$ cat src/rtl/oled_draw_command_encoder_assert.svh
// Assertion macros shared by the encoder's modules.
// Macros expect clk_i in scope; OLED_ASSERT also needs rst_ni.
`ifndef OLED_DRAW_COMMAND_ENCODER_ASSERT_SVH
`define OLED_DRAW_COMMAND_ENCODER_ASSERT_SVH

// Check a property on every clock edge outside reset.
`define OLED_ASSERT(lbl, prop, msg) \
  lbl: assert property (@(posedge clk_i) disable iff (!rst_ni) (prop)) else $error(msg);

// Check a property on every clock edge, reset included.
`define OLED_ASSERT_ALWAYS(lbl, prop, msg) \
  lbl: assert property (@(posedge clk_i) (prop)) else $error(msg);

`endif

$ cat src/rtl/oled_dce_pkg.sv
package oled_dce_pkg;

  // Request kinds on func
  localparam logic [1:0] FUNC_PIXEL = 2'd0;
  localparam logic [1:0] FUNC_LINE  = 2'd1;
  localparam logic [1:0] FUNC_RECT  = 2'd2;
  localparam logic [1:0] FUNC_CLEAR = 2'd3;

  // Controller command bytes
  localparam logic [7:0] CMD_SET_COL = 8'h15;
  localparam logic [7:0] CMD_SET_ROW = 8'h75;
  localparam logic [7:0] CMD_LINE    = 8'h21;
  localparam logic [7:0] CMD_RECT    = 8'h22;
  localparam logic [7:0] CMD_FILL_EN = 8'h26;
  localparam logic [7:0] FILL_ON     = 8'h01;

  localparam logic [7:0] FIELD_MASK  = 8'h3F;

  // Hold codes on hold_after
  localparam logic [1:0] HOLD_NONE = 2'd0;
  localparam logic [1:0] HOLD_LINE = 2'd1;
  localparam logic [1:0] HOLD_FILL = 2'd2;

  // Byte counter within one segment
  localparam int unsigned IDX_W = 4;
  localparam logic [IDX_W-1:0] PIXEL_LAST_IDX = 4'd7;
  localparam logic [IDX_W-1:0] LINE_LAST_IDX  = 4'd7;
  localparam logic [IDX_W-1:0] FILL_LAST_IDX  = 4'd12;

  // Segment queue between front and back
  localparam int unsigned QUEUE_DEPTH = 2;
  localparam int unsigned QUEUE_PTR_W = 1;
  localparam int unsigned QUEUE_CNT_W = 2;

  typedef enum logic [1:0] {
    SEG_PIXEL,
    SEG_LINE,
    SEG_FILL
  } seg_kind_e;

  // One hardware drawing operation: a fixed byte run chosen by kind.
  typedef struct packed {
    seg_kind_e   kind;
    logic [7:0]  a0;
    logic [7:0]  a1;
    logic [7:0]  a2;
    logic [7:0]  a3;
    logic [15:0] color;
    logic        last;
  } seg_t;

  function automatic logic [IDX_W-1:0] seg_last_idx(seg_kind_e kind);
    logic [IDX_W-1:0] idx;
    case (kind)
      SEG_PIXEL: idx = PIXEL_LAST_IDX;
      SEG_LINE:  idx = LINE_LAST_IDX;
      default:   idx = FILL_LAST_IDX;
    endcase
    return idx;
  endfunction

endpackage

$ cat src/rtl/oled_dce_front.sv
`include "oled_draw_command_encoder_assert.svh"

module oled_dce_front #(
  parameter int unsigned PANEL_WIDTH  = 96,
  parameter int unsigned PANEL_HEIGHT = 64
) (
  input  logic                clk_i,
  input  logic                rst_ni,
  input  logic                cfg_we_i,
  input  logic                cfg_wdata_i,
  input  logic                in_valid_i,
  output logic                in_stall_o,
  input  logic [1:0]          func_i,
  input  logic [7:0]          x_start_i,
  input  logic [7:0]          y_start_i,
  input  logic [7:0]          x_end_or_width_i,
  input  logic [7:0]          y_end_or_height_i,
  input  logic [15:0]         color_i,
  output logic                push_o,
  output oled_dce_pkg::seg_t  push_data_o,
  input  logic                q_ready_i
);

  localparam logic [7:0] ColLim = 8'(PANEL_WIDTH);
  localparam logic [7:0] RowLim = 8'(PANEL_HEIGHT);
  localparam logic [7:0] ColMax = 8'(PANEL_WIDTH - 1);
  localparam logic [7:0] RowMax = 8'(PANEL_HEIGHT - 1);

  typedef enum logic [1:0] {
    REQ_PIXEL,
    REQ_LINE,
    REQ_STROKE,
    REQ_FILL
  } req_kind_e;

  function automatic logic line_ok(logic [7:0] x0, logic [7:0] y0,
                                   logic [7:0] x1, logic [7:0] y1);
    return !((y0 >= RowLim) && (y1 >= RowLim)) && !((x0 >= ColLim) && (x1 >= ColLim));
  endfunction

  function automatic logic [7:0] clamp_col(logic [7:0] v);
    return (v >= ColLim) ? ColMax : v;
  endfunction

  function automatic logic [7:0] clamp_row(logic [7:0] v);
    return (v >= RowLim) ? RowMax : v;
  endfunction

  logic        draw_mode_q;
  logic [3:0]  mask_q, mask_d, mask_rest;
  req_kind_e   kind_q, kind_d;
  logic [7:0]  p0_q, p0_d, p1_q, p1_d, p2_q, p2_d, p3_q, p3_d;
  logic [15:0] color_q, color_d;

  logic        accept, in_panel;
  logic [8:0]  x_sum, y_sum;
  logic [7:0]  w_clip, h_clip, x_excl, y_excl;
  logic [1:0]  sel;
  logic [7:0]  lx0, ly0, lx1, ly1;

  assign mask_rest  = mask_q & (mask_q - 4'd1);
  assign push_o     = (mask_q != 4'd0) && q_ready_i;
  assign in_stall_o = !((mask_q == 4'd0) || (push_o && (mask_rest == 4'd0)));
  assign accept     = in_valid_i && !in_stall_o;

  // Clip the rectangle size to the panel edge
  always_comb begin
    x_sum    = {1'b0, x_start_i} + {1'b0, x_end_or_width_i};
    y_sum    = {1'b0, y_start_i} + {1'b0, y_end_or_height_i};
    w_clip   = (x_sum > {1'b0, ColLim}) ? ColLim - x_start_i : x_end_or_width_i;
    h_clip   = (y_sum > {1'b0, RowLim}) ? RowLim - y_start_i : y_end_or_height_i;
    x_excl   = x_start_i + w_clip;
    y_excl   = y_start_i + h_clip;
    in_panel = (x_start_i < ColLim) && (y_start_i < RowLim);
  end

  // Classify the request into zero to four segments
  always_comb begin
    kind_d  = kind_q;
    p0_d    = p0_q;
    p1_d    = p1_q;
    p2_d    = p2_q;
    p3_d    = p3_q;
    color_d = color_q;
    mask_d  = mask_q;
    if (accept) begin
      p0_d    = x_start_i;
      p1_d    = y_start_i;
      p2_d    = x_end_or_width_i;
      p3_d    = y_end_or_height_i;
      color_d = color_i;
      case (func_i)
        oled_dce_pkg::FUNC_PIXEL: begin
          kind_d = REQ_PIXEL;
          mask_d = {3'b000, in_panel};
        end
        oled_dce_pkg::FUNC_LINE: begin
          kind_d = REQ_LINE;
          mask_d = {3'b000, line_ok(x_start_i, y_start_i, x_end_or_width_i,
                                    y_end_or_height_i)};
        end
        oled_dce_pkg::FUNC_RECT: begin
          if (draw_mode_q) begin
            kind_d = REQ_FILL;
            p2_d   = x_excl - 8'd1;
            p3_d   = y_excl - 8'd1;
            mask_d = {3'b000, in_panel};
          end else begin
            // Edges: top, left, right, bottom from bit 0 upward
            kind_d = REQ_STROKE;
            p2_d   = x_excl;
            p3_d   = y_excl;
            mask_d = in_panel ? {line_ok(x_start_i, y_excl, x_excl, y_excl),
                                 line_ok(x_excl, y_start_i, x_excl, y_excl),
                                 line_ok(x_start_i, y_start_i, x_start_i, y_excl),
                                 line_ok(x_start_i, y_start_i, x_excl, y_start_i)}
                              : 4'd0;
          end
        end
        default: begin
          kind_d = REQ_FILL;
          p0_d   = 8'd0;
          p1_d   = 8'd0;
          p2_d   = ColMax;
          p3_d   = RowMax;
          mask_d = 4'b0001;
        end
      endcase
    end else if (push_o) begin
      mask_d = mask_rest;
    end
  end

  // Build the segment for the lowest pending bit
  always_comb begin
    if (mask_q[0]) begin
      sel = 2'd0;
    end else if (mask_q[1]) begin
      sel = 2'd1;
    end else if (mask_q[2]) begin
      sel = 2'd2;
    end else begin
      sel = 2'd3;
    end

    case (sel)
      2'd0: begin
        lx0 = p0_q; ly0 = p1_q; lx1 = p2_q; ly1 = p1_q;
      end
      2'd1: begin
        lx0 = p0_q; ly0 = p1_q; lx1 = p0_q; ly1 = p3_q;
      end
      2'd2: begin
        lx0 = p2_q; ly0 = p1_q; lx1 = p2_q; ly1 = p3_q;
      end
      default: begin
        lx0 = p0_q; ly0 = p3_q; lx1 = p2_q; ly1 = p3_q;
      end
    endcase
    if (kind_q == REQ_LINE) begin
      lx0 = p0_q; ly0 = p1_q; lx1 = p2_q; ly1 = p3_q;
    end

    push_data_o.color = color_q;
    push_data_o.last  = (mask_rest == 4'd0);
    case (kind_q)
      REQ_PIXEL: begin
        push_data_o.kind = oled_dce_pkg::SEG_PIXEL;
        push_data_o.a0   = p0_q;
        push_data_o.a1   = p1_q;
        push_data_o.a2   = p2_q;
        push_data_o.a3   = p3_q;
      end
      REQ_LINE, REQ_STROKE: begin
        push_data_o.kind = oled_dce_pkg::SEG_LINE;
        push_data_o.a0   = clamp_col(lx0);
        push_data_o.a1   = clamp_row(ly0);
        push_data_o.a2   = clamp_col(lx1);
        push_data_o.a3   = clamp_row(ly1);
      end
      default: begin
        push_data_o.kind = oled_dce_pkg::SEG_FILL;
        push_data_o.a0   = p0_q;
        push_data_o.a1   = p1_q;
        push_data_o.a2   = p2_q;
        push_data_o.a3   = p3_q;
      end
    endcase
  end

  always_ff @(posedge clk_i or negedge rst_ni) begin
    if (!rst_ni) begin
      draw_mode_q <= 1'b0;
      mask_q      <= 4'd0;
      kind_q      <= REQ_PIXEL;
    end else begin
      if (cfg_we_i) begin
        draw_mode_q <= cfg_wdata_i;
      end
      mask_q <= mask_d;
      kind_q <= kind_d;
    end
  end

  always_ff @(posedge clk_i) begin
    p0_q    <= p0_d;
    p1_q    <= p1_d;
    p2_q    <= p2_d;
    p3_q    <= p3_d;
    color_q <= color_d;
  end

  `OLED_ASSERT(a_front_single_seg, ((mask_q != 4'd0) && (kind_q != REQ_STROKE)) |-> (mask_rest == 4'd0), "front: non-stroke request holds more than one segment")
  `OLED_ASSERT(a_front_drain, (push_o && (mask_rest != 4'd0)) |=> (mask_q != 4'd0), "front: pending edges lost")

endmodule

$ cat src/rtl/oled_dce_queue.sv
`include "oled_draw_command_encoder_assert.svh"

module oled_dce_queue (
  input  logic                clk_i,
  input  logic                rst_ni,
  input  logic                push_i,
  input  oled_dce_pkg::seg_t  push_data_i,
  output logic                ready_o,
  output logic                valid_o,
  output oled_dce_pkg::seg_t  data_o,
  input  logic                pop_i
);

  localparam logic [oled_dce_pkg::QUEUE_CNT_W-1:0] Full =
    oled_dce_pkg::QUEUE_CNT_W'(oled_dce_pkg::QUEUE_DEPTH);

  oled_dce_pkg::seg_t                    mem_q [oled_dce_pkg::QUEUE_DEPTH];
  logic [oled_dce_pkg::QUEUE_PTR_W-1:0]  wr_ptr_q, rd_ptr_q;
  logic [oled_dce_pkg::QUEUE_CNT_W-1:0]  count_q, count_d;
  logic                                  do_push, do_pop;

  assign ready_o = (count_q != Full);
  assign valid_o = (count_q != '0);
  assign data_o  = mem_q[rd_ptr_q];
  assign do_push = push_i && ready_o;
  assign do_pop  = pop_i && valid_o;

  always_comb begin
    count_d = count_q;
    if (do_push && !do_pop) begin
      count_d = count_q + 1'b1;
    end else if (do_pop && !do_push) begin
      count_d = count_q - 1'b1;
    end
  end

  always_ff @(posedge clk_i or negedge rst_ni) begin
    if (!rst_ni) begin
      wr_ptr_q <= '0;
      rd_ptr_q <= '0;
      count_q  <= '0;
    end else begin
      if (do_push) begin
        wr_ptr_q <= wr_ptr_q + 1'b1;
      end
      if (do_pop) begin
        rd_ptr_q <= rd_ptr_q + 1'b1;
      end
      count_q <= count_d;
    end
  end

  always_ff @(posedge clk_i) begin
    if (do_push) begin
      mem_q[wr_ptr_q] <= push_data_i;
    end
  end

  `OLED_ASSERT(a_queue_count, count_q <= Full, "queue: count beyond depth")
  `OLED_ASSERT(a_queue_no_overrun, !(push_i && !ready_o), "queue: push while full")

endmodule

$ cat src/rtl/oled_dce_back.sv
`include "oled_draw_command_encoder_assert.svh"

module oled_dce_back #(
  parameter int unsigned PANEL_WIDTH  = 96,
  parameter int unsigned PANEL_HEIGHT = 64
) (
  input  logic                clk_i,
  input  logic                rst_ni,
  input  logic                q_valid_i,
  input  oled_dce_pkg::seg_t  q_data_i,
  output logic                pop_o,
  output logic                out_valid_o,
  input  logic                out_stall_i,
  output logic [7:0]          out_byte_o,
  output logic                is_data_o,
  output logic [1:0]          hold_after_o,
  output logic                last_o
);

  localparam logic [7:0] ColMax = 8'(PANEL_WIDTH - 1);
  localparam logic [7:0] RowMax = 8'(PANEL_HEIGHT - 1);

  oled_dce_pkg::seg_t                cur_q, cur_d;
  logic                              cur_valid_q, cur_valid_d;
  logic [oled_dce_pkg::IDX_W-1:0]    idx_q, idx_d;

  logic                              out_valid_q, out_valid_d;
  logic [7:0]                        out_byte_q, out_byte_d;
  logic                              is_data_q, is_data_d;
  logic [1:0]                        hold_q, hold_d;
  logic                              last_q, last_d;

  logic                              advance, at_end;
  logic [7:0]                        red, green, blue;
  logic [7:0]                        beat_byte;
  logic                              beat_data;
  logic [1:0]                        beat_hold;

  assign advance = !out_valid_q || !out_stall_i;
  assign at_end  = (idx_q == oled_dce_pkg::seg_last_idx(cur_q.kind));
  assign pop_o   = q_valid_i && (!cur_valid_q || (advance && at_end));

  // Expand RGB565 into three 6-bit fields
  assign red   = {2'b00, cur_q.color[15:11], 1'b0};
  assign green = {2'b00, cur_q.color[10:5]} & oled_dce_pkg::FIELD_MASK;
  assign blue  = {2'b00, cur_q.color[4:0], 1'b0};

  always_comb begin
    beat_data = 1'b0;
    beat_hold = oled_dce_pkg::HOLD_NONE;
    case (cur_q.kind)
      oled_dce_pkg::SEG_PIXEL: begin
        case (idx_q)
          4'd0: beat_byte = oled_dce_pkg::CMD_SET_COL;
          4'd1: beat_byte = cur_q.a0;
          4'd2: beat_byte = ColMax;
          4'd3: beat_byte = oled_dce_pkg::CMD_SET_ROW;
          4'd4: beat_byte = cur_q.a1;
          4'd5: beat_byte = RowMax;
          4'd6: begin
            beat_byte = cur_q.color[15:8];
            beat_data = 1'b1;
          end
          default: begin
            beat_byte = cur_q.color[7:0];
            beat_data = 1'b1;
          end
        endcase
      end
      oled_dce_pkg::SEG_LINE: begin
        case (idx_q)
          4'd0: beat_byte = oled_dce_pkg::CMD_LINE;
          4'd1: beat_byte = cur_q.a0;
          4'd2: beat_byte = cur_q.a1;
          4'd3: beat_byte = cur_q.a2;
          4'd4: begin
            beat_byte = cur_q.a3;
            beat_hold = oled_dce_pkg::HOLD_LINE;
          end
          4'd5: beat_byte = red;
          4'd6: beat_byte = green;
          default: begin
            beat_byte = blue;
            beat_hold = oled_dce_pkg::HOLD_LINE;
          end
        endcase
      end
      default: begin
        case (idx_q)
          4'd0:  beat_byte = oled_dce_pkg::CMD_FILL_EN;
          4'd1:  beat_byte = oled_dce_pkg::FILL_ON;
          4'd2:  beat_byte = oled_dce_pkg::CMD_RECT;
          4'd3:  beat_byte = cur_q.a0;
          4'd4:  beat_byte = cur_q.a1;
          4'd5:  beat_byte = cur_q.a2;
          4'd6:  beat_byte = cur_q.a3;
          4'd7:  beat_byte = red;
          4'd8:  beat_byte = green;
          4'd9:  beat_byte = blue;
          4'd10: beat_byte = red;
          4'd11: beat_byte = green;
          default: begin
            beat_byte = blue;
            beat_hold = oled_dce_pkg::HOLD_FILL;
          end
        endcase
      end
    endcase
  end

  always_comb begin
    cur_d       = cur_q;
    cur_valid_d = cur_valid_q;
    idx_d       = idx_q;
    out_valid_d = out_valid_q;
    out_byte_d  = out_byte_q;
    is_data_d   = is_data_q;
    hold_d      = hold_q;
    last_d      = last_q;
    if (advance) begin
      out_valid_d = cur_valid_q;
      if (cur_valid_q) begin
        out_byte_d = beat_byte;
        is_data_d  = beat_data;
        hold_d     = beat_hold;
        last_d     = cur_q.last && at_end;
        idx_d      = idx_q + 1'b1;
        if (at_end) begin
          cur_valid_d = 1'b0;
        end
      end
    end
    if (pop_o) begin
      cur_d       = q_data_i;
      cur_valid_d = 1'b1;
      idx_d       = '0;
    end
  end

  always_ff @(posedge clk_i or negedge rst_ni) begin
    if (!rst_ni) begin
      cur_valid_q <= 1'b0;
      out_valid_q <= 1'b0;
      idx_q       <= '0;
    end else begin
      cur_valid_q <= cur_valid_d;
      out_valid_q <= out_valid_d;
      idx_q       <= idx_d;
    end
  end

  always_ff @(posedge clk_i) begin
    cur_q      <= cur_d;
    out_byte_q <= out_byte_d;
    is_data_q  <= is_data_d;
    hold_q     <= hold_d;
    last_q     <= last_d;
  end

  assign out_valid_o  = out_valid_q;
  assign out_byte_o   = out_byte_q;
  assign is_data_o    = is_data_q;
  assign hold_after_o = hold_q;
  assign last_o       = last_q;

  `OLED_ASSERT(a_back_idx_range, cur_valid_q |-> (idx_q <= oled_dce_pkg::seg_last_idx(cur_q.kind)), "back: byte index past segment end")
  `OLED_ASSERT(a_back_emit, (advance && cur_valid_q) |=> out_valid_q, "back: beat dropped")
  `OLED_ASSERT(a_back_pop_valid, pop_o |-> q_valid_i, "back: pop from empty queue")

endmodule

$ cat src/rtl/oled_draw_command_encoder.sv
// Draw command encoder: turns one draw request (pixel, line, rectangle or
// clear) into the panel controller's byte run, one byte per output beat,
// each tagged command or data, with a settle hint and a last flag on the
// final byte of the run. A request that lands fully off the panel produces
// no beats. The front accepts a request and splits it into drawing
// segments, one per cycle while the queue has room, into a two-entry
// queue; a stroked rectangle makes up to four line segments, every other
// request at most one. The back plays out a segment at one byte per cycle
// while the byte channel is not stalled: 8 beats for a pixel or line, 13
// for a filled rectangle or clear, up to 32 for a stroked rectangle.
// Sustained rate is therefore set by the back's single byte output, and
// the next request is taken while the previous one is still being sent,
// so runs follow each other without gaps. in_stall_o rises only while the
// queue is full or a stroked rectangle still has edges to hand over.
// draw_mode (cfg_wdata_i under cfg_we_i) picks outline (0) or solid
// fill (1) for rectangles; write it only when the block is idle.
module oled_draw_command_encoder #(
  parameter int unsigned PANEL_WIDTH  = 96,
  parameter int unsigned PANEL_HEIGHT = 64
) (
  input  logic        clk_i,
  input  logic        rst_ni,
  // configuration
  input  logic        cfg_we_i,
  input  logic        cfg_wdata_i,
  // request channel
  input  logic        in_valid_i,
  output logic        in_stall_o,
  input  logic [1:0]  func_i,
  input  logic [7:0]  x_start_i,
  input  logic [7:0]  y_start_i,
  input  logic [7:0]  x_end_or_width_i,
  input  logic [7:0]  y_end_or_height_i,
  input  logic [15:0] color_i,
  // byte channel
  output logic        out_valid_o,
  input  logic        out_stall_i,
  output logic [7:0]  out_byte_o,
  output logic        is_data_o,
  output logic [1:0]  hold_after_o,
  output logic        last_o
);

  // segment handoff between front and queue
  logic               push;
  oled_dce_pkg::seg_t push_data;
  logic               q_ready;

  // queue head toward the back
  logic               q_valid;
  oled_dce_pkg::seg_t q_data;
  logic               pop;

  // Classify requests, clip coordinates, split stroked rectangles
  oled_dce_front #(
    .PANEL_WIDTH  (PANEL_WIDTH),
    .PANEL_HEIGHT (PANEL_HEIGHT)
  ) u_front (
    .clk_i             (clk_i),
    .rst_ni            (rst_ni),
    .cfg_we_i          (cfg_we_i),
    .cfg_wdata_i       (cfg_wdata_i),
    .in_valid_i        (in_valid_i),
    .in_stall_o        (in_stall_o),
    .func_i            (func_i),
    .x_start_i         (x_start_i),
    .y_start_i         (y_start_i),
    .x_end_or_width_i  (x_end_or_width_i),
    .y_end_or_height_i (y_end_or_height_i),
    .color_i           (color_i),
    .push_o            (push),
    .push_data_o       (push_data),
    .q_ready_i         (q_ready)
  );

  // Decouple front from back so each can stall on its own
  oled_dce_queue u_queue (
    .clk_i       (clk_i),
    .rst_ni      (rst_ni),
    .push_i      (push),
    .push_data_i (push_data),
    .ready_o     (q_ready),
    .valid_o     (q_valid),
    .data_o      (q_data),
    .pop_i       (pop)
  );

  // Sequence each segment into controller bytes, one beat per cycle while the byte channel is not stalled
  oled_dce_back #(
    .PANEL_WIDTH  (PANEL_WIDTH),
    .PANEL_HEIGHT (PANEL_HEIGHT)
  ) u_back (
    .clk_i        (clk_i),
    .rst_ni       (rst_ni),
    .q_valid_i    (q_valid),
    .q_data_i     (q_data),
    .pop_o        (pop),
    .out_valid_o  (out_valid_o),
    .out_stall_i  (out_stall_i),
    .out_byte_o   (out_byte_o),
    .is_data_o    (is_data_o),
    .hold_after_o (hold_after_o),
    .last_o       (last_o)
  );

endmodule

$ cat config.mk
export PLATFORM = sky130hd
export DESIGN_NAME = oled_draw_command_encoder
export DESIGN_NICKNAME = d
export VERILOG_FILES = /design/src/rtl/oled_dce_pkg.sv /design/src/rtl/oled_dce_front.sv /design/src/rtl/oled_dce_queue.sv /design/src/rtl/oled_dce_back.sv /design/src/rtl/oled_draw_command_encoder.sv
export VERILOG_INCLUDE_DIRS = /design/src /design/src/rtl
export SDC_FILE = /design/constraint.sdc
export NUM_CORES = 1
export LEC_CHECK = 0
export ABC_AREA = 1
export BUFFER_PORTS_ARGS = -buffer_cell sky130_fd_sc_hd__buf_4
export CAP_MARGIN = 20
export CORE_MARGIN = 2
export CORE_UTILIZATION = 30
export DETAILED_ROUTE_END_ITERATION = 12
export PLACE_DENSITY = 0.49
export SLEW_MARGIN = 10
export SYNTH_ARGS = -nofsm -noshare
export SYNTH_HDL_FRONTEND = slang
export SYNTH_SLANG_ARGS = --single-unit
$ cat constraint.sdc
create_clock -name clk_i -period 3.67 [get_ports clk_i]
set_input_delay 0.734 -clock clk_i [delete_from_list [all_inputs] [get_ports clk_i]]
set_output_delay 0.734 -clock clk_i [all_outputs]
set_load 0.02 [all_outputs]
==> results of run 1 <==
-- report_power, final --
part | switching [mW] | internal (mW) | leakage, nW
Combinational | 3.47 | 1.66 | 3.87
Sequential | 0.356 | 4.55 | 2.20
Clock | 0.957 | 1.38 | 0.366
-- registers in the layout, summed over array words and instances, names as in the netlist, 5 cells and up --
signal             flops
u_back.blue            5
u_back.cur_q          46
u_back.out_byte_o      8
u_front.color_q       16
u_front.p0_q           8
u_front.p1_q           8
u_front.p2_q           8
u_front.p3_q           8
u_queue.mem_q        102
-- final cells by class --
class	instances	share of cell area, %
multi-input cells	864	32.3
clock buffers	32	4.31
inverters	174	4.33
clock inverters	11	0.646
well taps	525	4.35
repair buffers	173	8.96
flip-flops and latches	230	45.1
-- metrics by stage --
| step | setup slack, ns | TNS (ns) | power, mW | hold slack [ns] |
|---|---|---|---|---|
| after floorplan | -0.435 | -3.35 | 8.23 | 0.421 |
| after global placement | -0.576 | -6.66 | 9.96 | 0.428 |
| after detailed placement | -0.595 | -7.14 | 9.98 | 0.433 |
| after CTS | -0.00565 | -0.00565 | 12.4 | 0.108 |
| after global routing | -0.203 | -1.05 | 13.3 | 0.118 |
| final | 0.0115 | 0 | 12.4 | 0.122 |
-- logic make-up (layout without fill, tap and decap cells) --
group | count (synthesis) | in the layout | synth area share [%]
AO/OA/AOI/OAI | 196 | 196 | 9.36
AND/OR/NAND/NOR | 588 | 588 | 20.2
XOR/XNOR | 32 | 32 | 2.33
buffers and inverters | 199 | 390 | 6.28
flip-flops | 230 | 230 | 56.6
adder cells (fa/ha/maj) | 48 | 48 | 5.23
-- per-layer routing --
metal	GRT usage, %	up-vias	wire length (um)
li1	-	4715	-
met1	20.3	4277	14600
met2	25.4	161	14600
met3	1.67	38	1010
met4	3.99	0	721
met5	0	-	0
-- cell usage in the layout (no fill, tap or decap), types with 17 or more instances in the layout --
cell type,instances
sky130_fd_sc_hd__dfrtp_1,17
sky130_fd_sc_hd__a21oi_1,57
sky130_fd_sc_hd__nand2_1,339
sky130_fd_sc_hd__o22ai_1,26
sky130_fd_sc_hd__nand3_1,59
sky130_fd_sc_hd__edfxtp_1,213
sky130_fd_sc_hd__inv_1,161
sky130_fd_sc_hd__ha_1,36
sky130_fd_sc_hd__clkbuf_16,25
sky130_fd_sc_hd__o21ai_0,57
sky130_fd_sc_hd__nor2_1,106
sky130_fd_sc_hd__buf_4,165
-- worst register-to-register path: cells and delay by family (launching register included) --
| kind | cells | cell delay (ns) |
|---|---|---|
| compound gates | 3 | 0.99 |
| fa+ha+maj | 1 | 0.24 |
| buf+inv | 1 | 0.08 |
| flops | 1 | 0.42 |
| simple gates | 3 | 0.74 |
-- path summary, 6_finish.rpt --
kind                                               startpoint                              end  slack (ns)
worst min-delay path                                   rst_ni  u_front.draw_mode_q$_DFFE_PN0P_        0.12
worst max register to register  u_front.kind_q[0]$_DFFE_PN0P_   u_queue.mem_q[1][45]$_DFFE_PP_        0.93
worst max-delay path                      x_end_or_width_i[0]        u_front.p2_q[6]$_DFFE_PP_        0.01
max in group asynchronous                              rst_ni    u_front.kind_q[1]$_DFFE_PN0P_        3.29
worst min register to register   u_front.color_q[3]$_DFFE_PP_    u_queue.mem_q[0][4]$_DFFE_PP_        0.45
min in group clk_i                                 color_i[2]     u_front.color_q[2]$_DFFE_PP_        0.39
-- timing repair --
item	in CTS	in global routing
endpoints found under the setup margin	5	15
cloned	0	0
resized for setup	4	57
pin swaps	9	62
setup buffers	2	7
==> results.txt, run 1 <==
----------------------------------------------------
[Yosys]
  Cell count after synthesis ... between 1,000 and 1,500
  Dominant synthesized flop cell ... sky130_fd_sc_hd__edfxtp_1
  Post-synthesis instance area ... 12,100 sq um
  Most numerous cell types in the synthesized netlist ... 354 x sky130_fd_sc_hd__nand2_1, 213 x sky130_fd_sc_hd__edfxtp_1, 169 x sky130_fd_sc_hd__inv_1
  Yosys cell types ... 44
  Biggest area consumer among synthesized cells ... sky130_fd_sc_hd__edfxtp_1
  Most used standard cell by instance count after synthesis ... sky130_fd_sc_hd__nand2_1
  Syn_area_per_cell ... a little over 9 sq um
  Number of synthesized flops with an enable pin ... about 210
  Area share of the largest cell type after synthesis ... between 50% and 60%
  Ys async rst share ... between 7 and 8%
  Synthesized flop and latch total ... 230
  Part of the Yosys area used for sequential elements ... between 50 and 60%
  Count of warnings emitted by yosys ... 0
  Leading cell types by total area after synthesis ... sky130_fd_sc_hd__edfxtp_1 53%, sky130_fd_sc_hd__nand2_1 11%, sky130_fd_sc_hd__inv_1 5.3%, sky130_fd_sc_hd__ha_1 4.6%, sky130_fd_sc_hd__nor2_1 3.8%
  Post-Synthesis Net Count ... roughly 1,400

[Routing]
  Remaining DRCs ... 0
  Vias per cell ... 4.57
  Number of detailed-routing iterations run before antenna repair ... 5
  Total wire length ... around 31,000 um
  Residual antenna-violating net count after detailed routing ... 0
  Starting DRT DRC Count ... between 400 and 500
  Overall via count from detail_route ... approximately 9,200
  DR WL/cell ... about 15 um

[STA]
  Maximum frequency from static timing analysis ... roughly 0.27 GHz
  Transition time at the pin with the least slew margin ... 0.741 ns
  Final hold viol count ... 0
  Final number of setup-violating endpoints ... 0
  Worst slew margin relative to its limit ... around half
  Final period utilization ... roughly 100%
  Post-route minimum period ... 3.66 ns
  Setup repair after global routing missed its margin ... yes
  Final worst clock skew ... between 0.009 and 0.01 ns
  Number of max-slew violations in the final report ... 0

[Clock tree]
  CTS tree ... yes
  Hold Buf Count CTS ... 0
  Number of buffers inserted during clock tree synthesis ... 24
  Number of sinks driven by the clock tree ... 230
  Clock-pin slew on the worst setup and hold paths ... about 0.060 ns
  Clock root buffer master ... sky130_fd_sc_hd__clkbuf_16
  CTS H-Tree Depth ... 1
  Clk buf depth ... 3
  Clock insertion delay at the later pin of the skew report ... 0.51 ns

[Placed design]
  Placed standard-cell area ... roughly 14,000 sq um
  Post-detail-place hpwl ... 22,900 um
  Number of buffer cells added on primary ports ... 69
  Gpl congestion ... 0.880
  Post-placement cell count ... approximately 2,000

[Critical path]
  Total number of cells along the worst setup path ... 23
  Worst reg-to-reg path cell count ... 8
  Data arrival time at the worst-slack endpoint ... 3.92 ns
  Buf/Inv on CP ... 3
  Family of cells with the greatest summed delay on the critical path ... adder cells
  Required time of the critical path ... 3.93 ns
  Capturing element type of the critical path ... register
  Setup crit start kind ... input pin
  CP Max Fanout ... 5
  Cell chain of the critical path ... buf_8 > ha_4 > fa_2 > or2_4 > nor2_1 > nand2_1 > nor2_1 > nand2_1 > nand3_2 > nand2_4 > a21oi_2 > ha_2 > inv_2 > fa_2 > ha_4 > nand2_4 > nor2_4 > nand2_2 > nor2_2 > nand2_1 > xor2_1 > o22ai_1 > inv_1
  Crit path kind ... input pin to register
  Critical Path Slowest Stage Cell ... sky130_fd_sc_hd__fa_2
  Critical Path Max Stage Delay ... 0.59 ns
  Most common cell on crit path ... sky130_fd_sc_hd__nand2_1

[Final layout]
  Number of nets in the final layout ... approximately 1,600
  Ratio of cells with drive above 1 in the final layout ... approximately a fifth
  Number of antenna repair diodes ... 0
  Area of the multi-input gates ... 4870 sq um
  Register Area ... about 6800 sq um
  Fin util ... around two fifths
  Final Instance Area ... between 15,000 and 20,000 sq um
  Relative area change from synthesis to final layout ... 25.4%
  Cell Count, Final, Fillers Out ... about 2,000
  Number of filler cells placed in the layout ... a little under 4,000

[Pwr]
  Cell leakage power ... around 6.4 nW
  Highest ir drop seen on vdd ... roughly 0.37 mV
  Cell area power density ... between 800 and 900 nW/um^2

[Die]
  Die Y ... approximately 200 um
  Std-Cell Core Area ... 39,700 sq um
  X dimension of the die ... roughly 200 um
  Initial cell density of the core ... between 30 and 40%
  Ports placed on the boundary ... 70
  Row Count ... 73
  Area enclosed by the die boundary ... between 40,000 and 50,000 sq um

[Global routing]
  Maximum number of pins on one net before global-route repair ... 52
  Gr ovfl total ... 0
  Global-route wire length before repair ... 49,400 um
  Total global-route track usage ... between 10% and 20%
  Initial antenna violation count ... 0
  Via count of the first global-routing pass ... between 8,000 and 9,000

[Min path]
  Worst hold path type ... input pin to asynchronous set/reset pin

[Flow run]
  Max-cap violations ... 0

[Run status]
  Status ... finished, final reports clean

----------------------------------------------------
(Power assumes the default switching activity.)
==> run 2: changes to the inputs <==
Settings changed: HOLD_SLACK_MARGIN set to 0.06, SYNTH_HIERARCHICAL set to 1.
==> run 2 against run 1 <==
Cell count up 5.4%. Fmax rose by 1.3%. Synthesized area up 6.9%. Largest cell class unchanged. Wire length up 0.56%. Global-route usage down 0.92 points. Largest power group unchanged.
==> results.txt, run 2 <==
----------------------------------------------------
[Global routing]
  Via count of the first global-routing pass ... 9,507 (+6.0%)
  Global-route wire length before repair ... 50,100 um (+1.5%)
  Initial antenna violation count ... 0 (unchanged)
  Total global-route track usage ... 14.1% (-0.92 points)
  Maximum number of pins on one net before global-route repair ... 55 (+5.8%)
  Gr ovfl total ... 0 (unchanged)

[Critical path]
  Setup crit start kind ... input pin
  Required time of the critical path ... 3.93 ns (about the same)
  Critical Path Max Stage Delay ... 0.47 ns (-0.12 ns)
  Most common cell on crit path ... sky130_fd_sc_hd__nor2_1
  CP Max Fanout ... 5 (unchanged)
  Family of cells with the greatest summed delay on the critical path ... adder cells
  Buf/Inv on CP ... 4 (+1)
  Data arrival time at the worst-slack endpoint ... 3.87 ns (-0.05 ns)
  Capturing element type of the critical path ... register
  Crit path kind ... input pin to register
  Critical Path Slowest Stage Cell ... sky130_fd_sc_hd__fa_2
  Cell chain of the critical path ... buf_8 > ha_4 > fa_2 > or2_1 > nor2_1 > nand3_1 > nor2_1 > nand2_1 > nand2_2 > nand2_4 > o21ai_2 > ha_2 > fa_2 > inv_2 > ha_4 > inv_4 > nor3_4 > nand2_1 > nor2_1 > inv_1 > a21oi_2 > xor2_1 > o21ai_1
  Flop-to-flop setup slack ... 0.99 ns (+0.06 ns)

[Routing]
  Overall via count from detail_route ... 9,696 (+5.5%)
  Residual antenna-violating net count after detailed routing ... 0 (unchanged)
  DR WL/cell ... 14.7 um (-4.6%)
  Remaining DRCs ... 0 (unchanged)
  Total wire length ... 31,100 um (+0.56%)
  Starting DRT DRC Count ... 554 (+21%)
  Vias per cell ... 4.58 (about the same)
  Number of detailed-routing iterations run before antenna repair ... 6 (+1)

[Yosys]
  Post-Synthesis Net Count ... 1,520 (+8.8%)
  Post-synthesis instance area ... 12,900 sq um (+6.9%)
  Ys async rst share ... 7.39% (unchanged)
  Syn_area_per_cell ... 9.12 sq um (-2.2%)
  Area share of the largest cell type after synthesis ... 49.6% (-3.4 points)
  Synthesized flop and latch total ... 230 (unchanged)
  Most used standard cell by instance count after synthesis ... sky130_fd_sc_hd__nand2_1
  Number of synthesized flops with an enable pin ... 213 (unchanged)
  Cell count after synthesis ... 1,414 (+9.4%)
  Most numerous cell types in the synthesized netlist ... 385 x sky130_fd_sc_hd__nand2_1, 213 x sky130_fd_sc_hd__edfxtp_1, 177 x sky130_fd_sc_hd__inv_1
  Dominant synthesized flop cell ... sky130_fd_sc_hd__edfxtp_1
  Biggest area consumer among synthesized cells ... sky130_fd_sc_hd__edfxtp_1
  Part of the Yosys area used for sequential elements ... 52.9% (-3.7 points)
  Yosys cell types ... 49 (+11%)
  Count of warnings emitted by yosys ... 6 (+6)
  Leading cell types by total area after synthesis ... sky130_fd_sc_hd__edfxtp_1 50%, sky130_fd_sc_hd__nand2_1 11%, sky130_fd_sc_hd__inv_1 5.2%, sky130_fd_sc_hd__ha_1 4.5%, sky130_fd_sc_hd__nand3_1 3.8%

[Die]
  X dimension of the die ... 211 um (+3.3%)
  Row Count ... 75 (+2.7%)
  Initial cell density of the core ... 30.6% (+0.25 points)
  Std-Cell Core Area ... 42,100 sq um (+6.0%)
  Die Y ... 211 um (+3.3%)
  Ports placed on the boundary ... 70 (unchanged)
  Area enclosed by the die boundary ... 44,600 sq um (+6.8%)

[STA]
  Final worst clock skew ... 0.0103 ns (+0.00101 ns)
  Worst slew margin relative to its limit ... 37.7% (-12 points)
  Final period utilization ... 98.4% (-1.3 points)
  Post-route minimum period ... 3.61 ns (-0.0479 ns)
  Maximum frequency from static timing analysis ... 0.277 GHz (+1.3%)
  Final number of setup-violating endpoints ... 0 (unchanged)
  Setup repair after global routing missed its margin ... yes
  Final hold viol count ... 0 (unchanged)
  Transition time at the pin with the least slew margin ... 0.935 ns (+0.194 ns)
  Minimum hold slack ... 0.0959 ns (-0.0257 ns)
  Number of max-slew violations in the final report ... 0 (unchanged)
  TNS Setup ... 0 ns (unchanged)

[Final layout]
  Final Instance Area ... 15,400 sq um (+2.1%)
  Ratio of cells with drive above 1 in the final layout ... 20.8% (+1.2 points)
  Most common cell after layout, fill and taps aside ... sky130_fd_sc_hd__nand2_1
  Largest register by flop count ... u_queue/mem_q
  Relative area change from synthesis to final layout ... 19.7%
  Number of nets in the final layout ... 1,668 (+6.2%)
  Regs by FF count ... u_queue/mem_q: 102 flops, u_back/cur_q: 46 flops, u_front/color_q: 16 flops
  Largest register FFs ... 102 (unchanged)
  Number of antenna repair diodes ... 0 (unchanged)
  Most frequent cells in the layout ... 379 x sky130_fd_sc_hd__nand2_1, 213 x sky130_fd_sc_hd__edfxtp_1, 173 x sky130_fd_sc_hd__inv_1

[Clock tree]
  Hold Buf Count CTS ... 0 (unchanged)
  CTS H-Tree Depth ... 1 (unchanged)
  Number of buffers inserted during clock tree synthesis ... 24 (unchanged)
  Clock root buffer master ... sky130_fd_sc_hd__clkbuf_16
  Clock-pin slew on the worst setup and hold paths ... 0.06 ns (about the same)
  CTS tree ... yes
  Clock insertion delay at the later pin of the skew report ... 0.52 ns (about the same)
  Number of sinks driven by the clock tree ... 230 (unchanged)
  Clk buf depth ... 3 (unchanged)

[Pwr]
  Highest ir drop seen on vdd ... 0.362 mV (-1.8%)
  Cell leakage power ... 6.86 nW (+6.6%)
  Cell area power density ... 820 nW/um^2 (+0.21%)
  Total power ... 12.7 mW (+2.3%)

[Placed design]
  Gpl congestion ... 0.891 (+1.2%)
  Number of buffer cells added on primary ports ... 69 (unchanged)
  Placed standard-cell area ... 14,500 sq um (+3.5%)
  Post-detail-place hpwl ... 23,800 um (+3.8%)

[Min path]
  Worst hold path type ... input pin to asynchronous set/reset pin

[Flow run]
  Max-cap violations ... 0 (unchanged)

[Run status]
  Status ... finished, final reports clean

----------------------------------------------------
[run 2: changes by cell type after synthesis, sizes merged, moves of 8 or more]
| cell | change |
|---|---|
| a221oi | -9 |
| nor2 | +15 |
| inv | +19 |
| nand2 | +74 |
| clkbuf | -16 |
| buf | +22 |
| nand3 | +45 |
| o211ai | -8 |
[run 2: metrics by stage]
stage | cells | worst slack [ns] | utilization, %
global placement | 2072 | -0.575 | 34.5
global route | 2118 | -0.0766 | 36.6
finish | 2118 | 0.0594 | 36.6
detailed placement | 2072 | -0.629 | 34.5
CTS | 2116 | 0.00220 | 36.3
floorplan | 1414 | -0.409 | -
[run 2: logic make-up after synthesis]
kind of cell    synth area share [%]
simple gates                    25.6
mux                            0.175
buf+inv                         7.67
fa+ha+maj                       5.09
xor+xnor                        1.83
flops                           52.9
compound gates                  6.74
[run 2: routing by layer]
layer	share of wire [%]	vias to the layer above	global-route usage, %
li1	-	4987	-
met1	45	4489	18.4
met2	49	190	25.2
met3	4.1	30	1.43
met4	1.3	0	2.94
met5	0	-	0
[run 2: cell type report]
| class | instances | area (sq um) |
|---|---|---|
| clock buffer | 29 | 619 |
| timing repair buffer | 153 | 1160 |
| inverter | 193 | 739 |
| sequential | 230 | 6820 |
| multi-input combinational | 960 | 5280 |
| tap | 539 | 674 |
| fill | 4297 | 26700 |
| clock inverter | 14 | 128 |
[run 2: timing repair]
action / in CTS / in global routing
cloned: 0 / 0
setup buffers: 1 / 2
gates resized for setup: 6 / 25
endpoints found under the setup margin: 2 / 7
pin swaps: 3 / 21
[run 2: path summary, 6_finish.rpt]
check,start,end,cells past startpoint
setup / recovery,y_start_i[0],u_front/p3_q[6]$_DFFE_PP_,23
hold / removal,rst_ni,u_front/kind_q[0]$_DFFE_PN0P_,1
setup reg to reg,u_back/idx_q[2]$_DFFE_PN0P_,u_back/blue[3]$_DFFE_PP_,5
hold reg to reg,u_front/color_q[3]$_DFFE_PP_,u_queue/mem_q[1][4]$_DFFE_PP_,0
max in group asynchronous,rst_ni,u_back/idx_q[3]$_DFFE_PN0P_,1
min in group clk_i,color_i[11],u_front/color_q[11]$_DFFE_PP_,1
[run 2: power breakdown]
group	leakage, nW	switching (mW)	total, mW	internal (mW)
Sequential	2.20	0.469	4.99	4.52
Clock	0.364	0.952	2.29	1.34
Combinational	4.29	3.68	5.37	1.69
Total	6.86	5.10	12.7	7.55
[run 2: worst register-to-register path: cells and delay by family, from the launching register on]
kind	cells	cell delay, ns
and+or+nand+nor	2	0.41
DFF	1	0.95
buffers and inverters	2	0.63
AOI/OAI and AO/OA	1	0.27
